File: src/rtl/far_pkg.sv
`timescale 1ns / 1ps
`default_nettype none
package far_pkg;
  localparam int InWidthDef = 32;
  localparam int MagW = 64;
  localparam int DenOutW = 62;
  localparam int ShW = 7;

  typedef enum logic [2:0] {
    BK_IDLE,
    BK_MUL,
    BK_SUM,
    BK_GCD,
    BK_DIV,
    BK_DONE
  } bk_state_t;
endpackage
`default_nettype wire

File: src/rtl/far_front.sv
`timescale 1ns / 1ps
`default_nettype none
module far_front #(
  parameter int IN_WIDTH = far_pkg::InWidthDef,
  parameter int QW = 4 * IN_WIDTH + 1
) (
  input  wire logic          clk,
  input  wire logic          rst_n,
  input  wire logic          in_valid,
  output logic               in_ready,
  input  wire logic [IN_WIDTH-1:0] n1,
  input  wire logic [IN_WIDTH-2:0] d1,
  input  wire logic [IN_WIDTH-1:0] n2,
  input  wire logic [IN_WIDTH-2:0] d2,
  output logic               q_valid,
  input  wire logic          q_pop,
  output logic [QW-1:0]      q_data
);
  // The front part splits the numerators into sign and magnitude and queues
  // the item; an item with a zero denominator is marked as bad.
  logic [QW-1:0] slot_r [2];
  logic [1:0] cnt_r, cnt_nxt;
  logic       wp_r, rp_r;
  logic [IN_WIDTH-1:0] m1, m2;
  logic [QW-1:0] ent;
  logic push;

  assign m1 = n1[IN_WIDTH-1] ? (~n1 + 1'b1) : n1;
  assign m2 = n2[IN_WIDTH-1] ? (~n2 + 1'b1) : n2;
  assign ent = {n1[IN_WIDTH-1], n2[IN_WIDTH-1], (d1 == '0) || (d2 == '0),
                m1, m2, d1, d2};
  assign in_ready = (cnt_r != 2'd2);
  assign push = in_valid && in_ready;
  assign q_valid = (cnt_r != 2'd0);
  assign q_data = slot_r[rp_r];

  always_comb begin
    cnt_nxt = cnt_r + {1'b0, push} - {1'b0, q_pop};
  end

  always_ff @(posedge clk) begin
    if (!rst_n) begin
      cnt_r <= '0;
      wp_r <= 1'b0;
      rp_r <= 1'b0;
    end else begin
      cnt_r <= cnt_nxt;
      if (push) wp_r <= ~wp_r;
      if (q_pop) rp_r <= ~rp_r;
    end
    if (push) slot_r[wp_r] <= ent;
  end
endmodule
`default_nettype wire

File: config.mk
export PLATFORM = sky130hd
export DESIGN_NAME = far_front
export DESIGN_NICKNAME = d
export VERILOG_FILES = /design/src/rtl/far_pkg.sv /design/src/rtl/far_front.sv
export SDC_FILE = /design/constraint.sdc
export NUM_CORES = 1
export LEC_CHECK = 0
export BUFFER_PORTS_ARGS = -buffer_cell sky130_fd_sc_hd__buf_2
export CAP_MARGIN = 10
export CORE_MARGIN = 2
export CORE_UTILIZATION = 54
export DETAILED_ROUTE_END_ITERATION = 16
export HOLD_SLACK_MARGIN = 0.08
export PLACE_DENSITY = 0.8
export SYNTH_ARGS = -nofsm -noshare
export SYNTH_HDL_FRONTEND = slang
export SYNTH_SLANG_ARGS = --single-unit
File: constraint.sdc
create_clock -name clk -period 7.4 [get_ports clk]
set_input_delay 0.74 -clock clk [delete_from_list [all_inputs] [get_ports clk]]
set_output_delay 0.74 -clock clk [all_outputs]
set_load 0.02 [all_outputs]
==> results_dict.tcl <==
set metrics [dict create \
    status "completed" \
    yosysSeqAreaShare 0.714 \
    worstSetupPathType "flip-flop to output port" \
    slew_headroom 0.315 \
    final_layout_size_suffix_gt1_frac 0.479 \
    ys_types 36 \
    rr_endpoint "slot_r[1][32]$_DFFE_PP_" \
    cts_made_buffers 27 \
    placementRows 52 \
    hold_viol 0 \
    fmax_ghz 0.272 \
    cp.arrival_ps 2940 \
    fp.coreArea_um2 20100 \
    yosysWarnings 0 \
    finalNonFillerCells 1205 \
    period_share 0.497 \
    drcViolationCount 0 \
    insertion_delay_ps 510 \
    path_clk_slew_ps 60 \
    r2r-start "cnt_r[0]$_SDFF_PN0_" \
    start_util 0.547 \
    critPathRequiredTime_ps 6660 \
    antenna_found_initial 1 \
    antenna_left 0 \
    clock_sinks 263 \
    slew_violations 0 \
    ys_async_sr_fraction 0 \
    reg2reg_slack_ps 4820 \
    syn_area_per_cell_um2 17.1 \
    reg2reg_depth 3 \
    area_delta_synth_final_pct 22.1 \
    synth_area_um2 11000 \
    p_leak_nw 4.79 \
    fill_cells 1439 \
    grt_max_degree 75 \
    rsz0062_at_grt "false" \
    first_global_vias 6505 \
    nNetsFinal 1050 \
    antenna_cells 0 \
    first_pass_iters 5 \
    synth_edf_count 258 \
    fin_skew_ps 7.45 \
    yosysTopAreaCellShare 0.705 \
    yosys-top-cells-area "edfxtp_1 70%, mux2_2 13%, xnor2_1 4.8%, o41ai_1 1.3%, nor4_1 1.2%" \
    irDropWorstVdd_v 0.000200 \
    hp-class "input port to flip-flop" \
    cts_max_level 1 \
    yosys_register_bits 263 \
    place_inst 1157 \
    num_io_pins 261 \
    die_w_um 147 \
    wirelength_um 23100 \
    setup_violations 0 \
    crit_fanout 74 \
    avgViaCountPerCell 5.48 \
    drtIter0Drc 399 \
    synth_top_cell_by_area "edfxtp_1" \
    grtUsageTotal 0.204 \
    clock_path_buffers 3 \
    cts_resized 0 \
    grt_pass1_wl_um 34700 \
    cts_tree "built" \
    die_h_um 147 \
    fin_setup_tns_ps 0 \
    grt_overflow 0 \
    ys.flop_type "edfxtp_1" \
    root_buffer "clkbuf_16" \
    crit_path_end_kind "output port" \
    cap_violations 0 \
    cts_hold_buf 0 \
    critPathCapture "q_data[55]" \
    power_per_cell_area_nw_per_um2 305 \
    dp_hpwl_um 15500 \
    critPathLaunchType "flip-flop" \
    synth_nets 778 \
    cts_setup_buffers 0 \
    port-buffer-count 260 \
    syn_inst 644 \
    vias 6602 \
    period_minus_slack_ps 3680 \
    design.die.area_um2 21500 \
    wl_per_cell_um 19.1 \
    worstMarginPinSlew_ps 1030 \
    routabilityCongestion 0.797 \
]
metrics by stage:
stage                     cell area (um2)  utilization  setup slack, ps  hold slack (ps)  total power, mW
after floorplan                     11000            -              581              555             2.58
after global placement              12600        0.627             4290              561             2.84
after detailed placement            12600        0.627             4260              560             2.86
after CTS                           13400        0.668             3690              406             4.13
after global routing                13400        0.668             3590              409             4.24
final                               13400        0.668             3720              428             4.09
cells in the final DEF, fill, tap and decap left out, drive strengths merged:
| cell | n |
|---|---|
| nand3 | 4 |
| xnor2 | 60 |
| or4 | 2 |
| mux2 | 129 |
| buf | 264 |
| ha | 4 |
| nand2b | 6 |
| inv | 10 |
| o22ai | 1 |
| nor2 | 8 |
| and3 | 1 |
| dfxtp | 5 |
| o41ai | 16 |
| nor3b | 2 |
| clkbuf | 30 |
| o21ai | 18 |
| clkinv | 14 |
| nand4b | 1 |
| and2 | 5 |
| a31oi | 1 |
| nand2 | 23 |
| o31ai | 15 |
| or4b | 1 |
| or2 | 4 |
| nand4 | 10 |
| nand3b | 1 |
| xor2 | 2 |
| nor3 | 7 |
| edfxtp | 258 |
| clkinvlp | 1 |
| nor4 | 26 |
| or3 | 4 |
| bufinv | 2 |
worst max-delay path, stage by stage, from the launching register on:
cell and delay, ps:
dfxtp_4 840, buf_4 850, mux2_2 430, buf_2 170
area by class of cell:
cell class	count	area [um2]	area share
flip-flops and latches	263	7850	0.585
multi-input cells	351	3050	0.227
repair buffers	264	1330	0.0991
clock buffers	30	687	0.0512
well taps	270	338	0.0252
clock inverters	18	141	0.0105
inverters	9	33.8	0.00252
Yosys cell counts (all sizes together), types with 2 or more instances:
master    n
and2      5
clkbuf   20
dfxtp     5
edfxtp  258
ha        4
inv       9
mux2    129
nand2    23
nand2b    6
nand3     4
nand4    10
nor2      8
nor3      7
nor3b     2
nor4     26
o21ai    18
o31ai    15
o41ai    16
or2       4
or3       4
or4       2
xnor2    60
xor2      2
how the worst min path moves through the flow:
stage	end	cells after the start	slack, ps	startpoint
2_1_floorplan	flip-flop	2	550	rp_r$_SDFFE_PN0P_
6_report	slot_r[0][22]$_DFFE_PP_	1	430	d2[22]
3_5_place_dp	flip-flop	2	560	rp_r$_SDFFE_PN0P_
4_1_cts	slot_r[0][24]$_DFFE_PP_	1	410	d2[24]
5_1_grt	slot_r[0][51]$_DFFE_PP_	1	410	d1[20]
3_3_place_gp	flip-flop	2	560	rp_r$_SDFFE_PN0P_
power breakdown:
group | internal, mW | leakage (nW) | total, mW | switching [mW]
sequential | 1.93 | 2.45 | 2.00 | 0.0655
clock | 0.735 | 0.408 | 1.27 | 0.531
combinational | 0.300 | 1.94 | 0.829 | 0.530
routing by layer:
metal / vias to the layer above / wire length, um / share of wire / GRT usage
met4: 0 / 592 / 0.026 / 0.0646
met1: 3205 / 9230 / 0.40 / 0.266
met2: 255 / 11500 / 0.50 / 0.344
met5: - / 0 / 0 / 0
li1: 3096 / - / - / -
met3: 46 / 1790 / 0.078 / 0.0459
state kept, by name (all words and copies together), names as in the netlist, named ones only:
register / cells
rp_r: 1
slot_r: 258
wp_r: 1
cnt_r: 2
cells by family (layout without fill, tap and decap cells):
family / Yosys count / after routing / synth area share
compound gates: 51 / 51 / 0.0323
xor+xnor: 62 / 62 / 0.0494
fa+ha+maj: 4 / 4 / 0.00455
buf+inv: 30 / 321 / 0.0102
flops: 263 / 263 / 0.714
mux: 129 / 129 / 0.132
simple gates: 105 / 105 / 0.0575
(Power assumes the default switching activity.)
